===== config.mk =====
export PLATFORM = sky130hd
export DESIGN_NAME = shift_jis_glyph_index_decoder
export DESIGN_NICKNAME = d
export VERILOG_FILES = /design/src/rtl/core/sjgi_pkg.sv /design/src/rtl/core/sjgi_byte_front.sv /design/src/rtl/core/sjgi_glyph_map.sv /design/src/rtl/core/shift_jis_glyph_index_decoder.sv
export SDC_FILE = /design/constraint.sdc
export NUM_CORES = 1
export LEC_CHECK = 0
export ABC_AREA = 1
export ABC_CLOCK_PERIOD_IN_PS = 10500
export BUFFER_PORTS_ARGS = -buffer_cell sky130_fd_sc_hd__clkbuf_2
export CAP_MARGIN = 20
export CORE_MARGIN = 1.5
export CORE_UTILIZATION = 30
export CTS_BUF_LIST = sky130_fd_sc_hd__clkbuf_2
export DETAILED_ROUTE_END_ITERATION = 10
export HOLD_SLACK_MARGIN = 0.06
export PLACE_DENSITY_LB_ADDON = 0.3
export SYNTH_ARGS = -nofsm -noshare
export SYNTH_HDL_FRONTEND = slang
export SYNTH_SLANG_ARGS = --single-unit

===== constraint.sdc =====
create_clock -name i_clk -period 10.5 [get_ports i_clk]
set_clock_uncertainty 0.1 [all_clocks]
set_input_delay 0.525 -clock i_clk [delete_from_list [all_inputs] [get_ports i_clk]]
set_output_delay 0.525 -clock i_clk [all_outputs]
set_load 0.005 [all_outputs]

===== src/rtl/core/sjgi_pkg.sv =====
// shared types and constants for the shift-jis glyph index decoder
// no dependencies; imported by every module of the block
`default_nettype none

package sjgi_pkg;

    localparam int ROW_CELLS     = 94;
    localparam int ABSENT_RANGES = 18;
    localparam int FONT_GLYPHS   = 6877;
    localparam int IDX_W         = 14;

    // shift-jis byte classes and offsets
    localparam logic [7:0] LEAD_LO_MIN  = 8'h80;
    localparam logic [7:0] LEAD_LO_END  = 8'hA0;
    localparam logic [7:0] LEAD_HI_MIN  = 8'hE0;
    localparam logic [7:0] CTRL_END     = 8'h20;
    localparam logic [7:0] ASCII_END    = 8'h80;
    localparam logic [7:0] ASCII_OFS    = 8'h20;
    localparam logic [7:0] KANA_OFS     = 8'h40;
    localparam logic [7:0] HIGH_SHIFT   = 8'h40;
    localparam logic [7:0] LEAD_BASE    = 8'h81;
    localparam logic [7:0] TRAIL_SPLIT  = 8'h9E;
    localparam logic [15:0] TRAIL_UP    = 16'h0062;
    localparam logic [15:0] TRAIL_DOWN  = 16'h0040;
    localparam logic [15:0] EUC_OFS     = 16'h2121 + 16'h8080;
    localparam logic [7:0] EUC_BASE     = 8'hA1;

    // absent code ranges, ascending and disjoint
    localparam logic [15:0] ABSENT_START [ABSENT_RANGES] = '{
        16'hA2AF, 16'hA2C2, 16'hA2D1, 16'hA2EB, 16'hA2FA, 16'hA3A1, 16'hA3BA,
        16'hA3DB, 16'hA3FB, 16'hA4F4, 16'hA5F7, 16'hA6B9, 16'hA6D9, 16'hA7C2,
        16'hA7F2, 16'hA8C1, 16'hCFD4, 16'hF4A5
    };
    localparam logic [10:0] ABSENT_COUNT [ABSENT_RANGES] = '{
        11'd11, 11'd8, 11'd11, 11'd7, 11'd4, 11'd15, 11'd7, 11'd6, 11'd4,
        11'd11, 11'd8, 11'd8, 11'd38, 11'd15, 11'd13, 11'd720, 11'd43, 11'd1030
    };
    // running total of counts through each range
    localparam logic [10:0] ABSENT_CUM [ABSENT_RANGES] = '{
        11'd11, 11'd19, 11'd30, 11'd37, 11'd41, 11'd56, 11'd63, 11'd69, 11'd73,
        11'd84, 11'd92, 11'd100, 11'd138, 11'd153, 11'd166, 11'd886, 11'd929,
        11'd1959
    };

    typedef struct packed {
        logic       full;
        logic [7:0] lead;
        logic [7:0] trail;
        logic [7:0] half_idx;
    } t_s1;

    typedef struct packed {
        logic             full;
        logic [IDX_W-1:0] idx;
        logic             missing;
    } t_glyph;

endpackage

`default_nettype wire


===== src/rtl/core/sjgi_byte_front.sv =====
// byte front end: accepts text bytes, holds a pending lead byte, and loads
// the input register with one character item; uses sjgi_pkg
`default_nettype none

module sjgi_byte_front
    import sjgi_pkg::*;
(
    input  wire logic       i_clk,
    input  wire logic       i_rst_n,
    input  wire logic       i_valid,
    output logic            o_ready,
    input  wire logic [7:0] i_text_byte,
    input  wire logic       i_take,
    output logic            o_s1_valid,
    output t_s1             o_s1
);

    logic [7:0] r_lead;
    logic [7:0] n_lead;
    logic       r_s1_valid;
    logic       n_s1_valid;
    t_s1        r_s1;
    t_s1        n_s1;
    logic       accept;
    logic       is_lead;
    logic       emit;

    assign o_ready = !r_s1_valid || i_take;
    assign accept  = i_valid && o_ready;
    assign is_lead = (i_text_byte >= LEAD_LO_MIN && i_text_byte < LEAD_LO_END)
                     || (i_text_byte >= LEAD_HI_MIN);

    always_comb begin
        n_lead        = r_lead;
        n_s1          = r_s1;
        emit          = 1'b0;
        n_s1.lead     = r_lead;
        n_s1.trail    = i_text_byte;
        n_s1.full     = 1'b0;
        n_s1.half_idx = 8'd0;
        if (i_text_byte == 8'd0) begin
            n_lead = 8'd0;
        end else if (r_lead != 8'd0) begin
            n_lead    = 8'd0;
            n_s1.full = 1'b1;
            emit      = 1'b1;
        end else if (is_lead) begin
            n_lead = i_text_byte;
        end else begin
            emit = 1'b1;
            if (i_text_byte < CTRL_END) begin
                n_s1.half_idx = 8'd0;
            end else if (i_text_byte < ASCII_END) begin
                n_s1.half_idx = i_text_byte - ASCII_OFS;
            end else begin
                n_s1.half_idx = i_text_byte - KANA_OFS;
            end
        end
        if (accept) begin
            n_s1_valid = emit;
        end else if (i_take) begin
            n_s1_valid = 1'b0;
        end else begin
            n_s1_valid = r_s1_valid;
        end
    end

    always_ff @(posedge i_clk) begin
        if (!i_rst_n) begin
            r_lead     <= 8'd0;
            r_s1_valid <= 1'b0;
        end else begin
            if (accept) begin
                r_lead <= n_lead;
            end
            r_s1_valid <= n_s1_valid;
        end
    end

    always_ff @(posedge i_clk) begin
        if (accept && emit) begin
            r_s1 <= n_s1;
        end
    end

    assign o_s1_valid = r_s1_valid;
    assign o_s1       = r_s1;

endmodule

`default_nettype wire


===== src/rtl/core/sjgi_glyph_map.sv =====
// combinational glyph mapping: shift-jis pair to euc, euc to font index with
// absent-range correction, and half-width pass-through; uses sjgi_pkg
`default_nettype none

module sjgi_glyph_map
    import sjgi_pkg::*;
(
    input  wire t_s1 i_s1,
    output t_glyph   o_glyph
);

    logic [7:0]         hi;
    logic [7:0]         d;
    logic [7:0]         lo;
    logic [7:0]         lo_adj;
    logic [15:0]        c1;
    logic [15:0]        c2;
    logic [15:0]        c3;
    logic signed [16:0] row;
    logic signed [16:0] col;
    logic signed [16:0] n_raw;
    logic signed [16:0] n_fin;
    logic [10:0]        sub;
    logic               in_gap;
    logic               missing;

    always_comb begin
        hi = (i_s1.lead >= LEAD_HI_MIN) ? (i_s1.lead - HIGH_SHIFT) : i_s1.lead;
        d  = hi - LEAD_BASE;
        lo = i_s1.trail;
        c1 = {d[6:0], 1'b0, lo};
        // trail bytes above 0x7f skip the 0x7f hole
        lo_adj = lo - {7'd0, lo[7]};
        if (lo[7]) begin
            c1 = c1 - 16'd1;
        end
        c2 = (lo_adj >= TRAIL_SPLIT) ? (c1 + TRAIL_UP) : (c1 - TRAIL_DOWN);
        c3 = c2 + EUC_OFS;

        row   = $signed({9'd0, c3[15:8]}) - $signed({9'd0, EUC_BASE});
        col   = $signed({9'd0, c3[7:0]}) - $signed({9'd0, EUC_BASE});
        n_raw = row * 17'(ROW_CELLS) + col;

        // ranges are sorted, so the last one passed holds the running total
        sub    = 11'd0;
        in_gap = 1'b0;
        for (int k = 0; k < ABSENT_RANGES; k++) begin
            if (c3 >= ABSENT_START[k]
                && c3 <= ABSENT_START[k] + {5'd0, ABSENT_COUNT[k]} - 16'd1) begin
                in_gap = 1'b1;
            end
            if (c3 > ABSENT_START[k] + {5'd0, ABSENT_COUNT[k]} - 16'd1) begin
                sub = ABSENT_CUM[k];
            end
        end
        n_fin   = n_raw - $signed({6'd0, sub});
        missing = in_gap || (n_fin < 17'sd0) || (n_fin >= 17'(FONT_GLYPHS));

        o_glyph.full = i_s1.full;
        if (i_s1.full) begin
            o_glyph.missing = missing;
            o_glyph.idx     = missing ? '0 : n_fin[IDX_W-1:0];
        end else begin
            o_glyph.missing = 1'b0;
            o_glyph.idx     = {{(IDX_W-8){1'b0}}, i_s1.half_idx};
        end
    end

endmodule

`default_nettype wire


===== src/rtl/core/shift_jis_glyph_index_decoder.sv =====
// top level of the shift-jis glyph index decoder: byte front end, glyph map
// and result register; uses sjgi_pkg, sjgi_byte_front, sjgi_glyph_map
//
// usage
//   input channel: i_valid / o_ready with i_text_byte, one text byte per item
//   output channel: o_valid / i_ready with o_full_width, o_glyph_index and
//   o_glyph_missing, one glyph per character
//   a lead byte (0x80-0x9f, 0xe0-0xff) is held until the next nonzero byte,
//   which completes a full-width character; a zero byte drops a held lead
//   and ends the string without a result; other bytes give half-width glyphs
//   path: a byte that completes a character enters the input register at
//   the edge that accepts it and moves to the result register once that
//   register can load; the receiver takes it from the result register
//   throughput: one byte per cycle while o_ready is high; the whole
//   mapping sits between the input register and the result register
//   stall: while the receiver holds i_ready low the result register holds,
//   and one more item can still be taken into the input register; o_ready
//   drops only when both registers are full
//   reset: i_rst_n synchronous, active low; clears the held lead byte and
//   both valid flags
`default_nettype none

module shift_jis_glyph_index_decoder
    import sjgi_pkg::*;
(
    input  wire logic             i_clk,
    input  wire logic             i_rst_n,
    input  wire logic             i_valid,
    output logic                  o_ready,
    input  wire logic [7:0]       i_text_byte,
    output logic                  o_valid,
    input  wire logic             i_ready,
    output logic                  o_full_width,
    output logic [IDX_W-1:0]      o_glyph_index,
    output logic                  o_glyph_missing
);

    logic   s1_valid;
    t_s1    s1;
    t_glyph glyph;
    logic   take;
    logic   r_out_valid;
    logic   n_out_valid;
    t_glyph r_out;

    // result register can load when empty or being drained
    assign take = !r_out_valid || i_ready;

    sjgi_byte_front u_front (
        .i_clk       (i_clk),
        .i_rst_n     (i_rst_n),
        .i_valid     (i_valid),
        .o_ready     (o_ready),
        .i_text_byte (i_text_byte),
        .i_take      (take),
        .o_s1_valid  (s1_valid),
        .o_s1        (s1)
    );

    sjgi_glyph_map u_map (
        .i_s1    (s1),
        .o_glyph (glyph)
    );

    assign n_out_valid = take ? s1_valid : r_out_valid;

    always_ff @(posedge i_clk) begin
        if (!i_rst_n) begin
            r_out_valid <= 1'b0;
        end else begin
            r_out_valid <= n_out_valid;
        end
    end

    always_ff @(posedge i_clk) begin
        if (take && s1_valid) begin
            r_out <= glyph;
        end
    end

    assign o_valid         = r_out_valid;
    assign o_full_width    = r_out.full;
    assign o_glyph_index   = r_out.idx;
    assign o_glyph_missing = r_out.missing;

    // a missing glyph always reports index zero
    a_missing_zero: assert property (@(posedge i_clk) disable iff (!i_rst_n)
        o_valid && o_glyph_missing |-> o_glyph_index == '0)
        else $error("missing glyph with nonzero index");

    // half-width glyphs are never flagged missing
    a_half_present: assert property (@(posedge i_clk) disable iff (!i_rst_n)
        o_valid && !o_full_width |-> !o_glyph_missing)
        else $error("half-width glyph flagged missing");

    // full-width index stays inside the font
    a_full_range: assert property (@(posedge i_clk) disable iff (!i_rst_n)
        o_valid && o_full_width |-> o_glyph_index < IDX_W'(FONT_GLYPHS))
        else $error("full-width index beyond font");

    // half-width index fits the half-width font
    a_half_range: assert property (@(posedge i_clk) disable iff (!i_rst_n)
        o_valid && !o_full_width |-> o_glyph_index < IDX_W'(160))
        else $error("half-width index beyond font");

endmodule

`default_nettype wire

==> run metrics <==
post-DP HPWL=18.07 mm; Tightest Pin Transition=661.6 ps; crit path kind=register to register; Slew Limit Fails=0; DRT Pass-1 Iters=7; Net Count, Synth=1331; Bufs and invs on worst path=5; Hold Path Class=input port to register; GR Util met2=0.2561; Worst EP required=10690 ps; Arrival @ worst endpoint=9850 ps; total grt overflow=0; Synth area leaders=edfxtp_1 (15%), nand2_1 (15%), ha_1 (11%), inv_1 (10%), fa_1 (8.0%); layout net count=1377; grt peak-use layer=met2; crit path max-delay cell type=fa_1; Setup crit start kind=register; Rows=59; DR WL/cell=13.47 µm; vias per cell=4.776; Top Ports=30; fmax=0.1036 GHz; first-pass GRT wire length=35.74 mm; mapped cell area=7995 µm²; # Max-Cap Violations=0; TritonCTS clock tree=built; EDFF count, synth=41; Async SR Flop Fraction=0; crit path max fanout=18; post-route minimum period=9656 ps; initial antenna violation count=0; # DRC=0; placer congestion estimate=0.9832; Max-slew headroom=0.5574; Post-Route WL=21.56 mm; Die Area=27640 µm²; ant diodes=0; area fraction of the dominant cell type after synthesis=0.1540; area leader, netlist=edfxtp_1; GR Layer Usage met1=0.2269; most frequent cell after synthesis=nand2_1; clock root buffer=clkbuf_2; clk sinks=51; Bufs on Longest Clock Path=2; Top delay family on crit path=simple AND/OR/NAND/NOR gates; GRT Overall Usage=0.1562; register bit count reported by yosys=51; hold violation total from the final report=0; Synth Flop Type=edfxtp_1; Period Utilization, post-route=0.9196; vias in the first global route=7196; share of cells above drive strength 1=0.1256; RSZ-0062 raised after global routing=false; Crit path top cell by count=nand2_1; Cells after Synth=1219; Initial DRC Count=501; register area share after synthesis=0.1790; GRT met3 Usage=0.01096; number of distinct library cells after synthesis=49; I/O Buffers=29; synthesis-to-finish area growth=9.609%; CP Capture Type=register; status=finished, final reports clean; clk_lat worst skew=430 ps; setup_tns=0 ps; htree depth=2; Ys Warns=0; Initial Util=0.3059; Synth Area per Inst=6.559 µm²; largest net degree at the start of global routing=19; die height=166.3 µm; DR vias=7647; Antenna Nets Post-Route=0; Clk pin slew, worst setup/hold paths=230 ps; core area=26130 µm²; CTS Buf Count=5; setup violators final=0; CP max stage delay=510 ps; most frequent cells after synthesis=nand2_1 (324), inv_1 (213), nor2_1 (116), nand3_1 (96), ha_1 (68); Die X=166.3 µm
## through the flow
step / setup WS [ps] / cell area [µm²] / util / hold WS [ps] / instances
2_1_floorplan: 1437 / 7995 / - / 308.2 / 1219
5_1_grt: 6.573 / 8763 / 0.3353 / 198.7 / 1601
6_report: 844.1 / 8763 / 0.3353 / 204.7 / 1601
4_1_cts: 338.0 / 8647 / 0.3309 / 186.1 / 1596
3_3_place_gp: 671.6 / 8607 / 0.3294 / 316.3 / 1588
3_5_place_dp: 370.9 / 8607 / 0.3294 / 326.2 / 1588
## flip-flops by register name, summed over array words and instances, names as in the netlist
signal / count
u_front.o_s1: 25
o_glyph_index: 14
u_front.o_s1_valid: 1
o_glyph_missing: 1
o_full_width: 1
u_front.r_lead: 8
o_valid: 1
## cell families (layout without fill, tap and decap cells)
group | after synthesis | count (layout) | share of synthesized area
compound gates | 133 | 133 | 0.09233
xor+xnor | 45 | 45 | 0.05117
fa+ha+maj | 100 | 100 | 0.1865
buf+inv | 229 | 275 | 0.1105
flops | 51 | 51 | 0.1790
other cells | 1 | 1 | 0.0004690
simple gates | 660 | 661 | 0.3800
## repair_timing
action	CTS	global route
endpoints found under the setup margin	0	14
resized for setup	0	20
hold buffers	0	0
buffers inserted	0	4
## worst reg2reg max path, delay by kind of cell (launching register included)
family	cells	cell delay, ps
compound gates	9	1260
xor+xnor	1	140
fa+ha+maj	10	3500
buf+inv	5	320
flops	1	500
simple gates	33	3700
## final timing paths
kind,startpoint,endpoint,slack (ps),cells past startpoint
worst max-delay path,u_front.o_s1[15],o_glyph_index[8],840,58
worst min-delay path,i_rst_n,u_front.r_lead[7],200,3
worst max register to register,u_front.o_s1[15],o_glyph_index[8],840,58
worst min register to register,u_front.r_lead[0],u_front.o_s1[16],370,0
## layer usage
metal,part of all wire,up-vias
li1,-,3958
met4,0.012,0
met2,0.45,203
met1,0.50,3466
met3,0.044,20
met5,0,-
## layout by cell type (no fill, tap or decap), drive strengths merged
cell type	instances
a211oi	3
a21boi	3
a21o	3
a21oi	53
a31oi	3
and2	2
buf	14
clkbuf	36
clkinv	2
clkinvlp	1
conb	1
dfxtp	10
edfxtp	41
fa	32
ha	68
inv	222
nand2	365
nand3	104
nand3b	2
nand4	23
nor2	138
nor3	19
nor4	3
o21a	3
o21ai	58
o21bai	4
o22ai	1
o31ai	2
or2	5
xnor2	13
xor2	32
## final cells by class
| type | instances | area (µm²) |
|---|---|---|
| clock inverters | 1 | 5.005 |
| repair buffers | 43 | 250.2 |
| multi-input cells | 940 | 5776 |
| well taps | 335 | 419.2 |
| flip-flops and latches | 51 | 1431 |
| fillers | 2913 | 17370 |
| inverters | 224 | 847.1 |
| clock buffers | 7 | 35.03 |
Power is not shown: default switching activity piles up to over one toggle a cycle in this logic, so the estimate is an artifact.
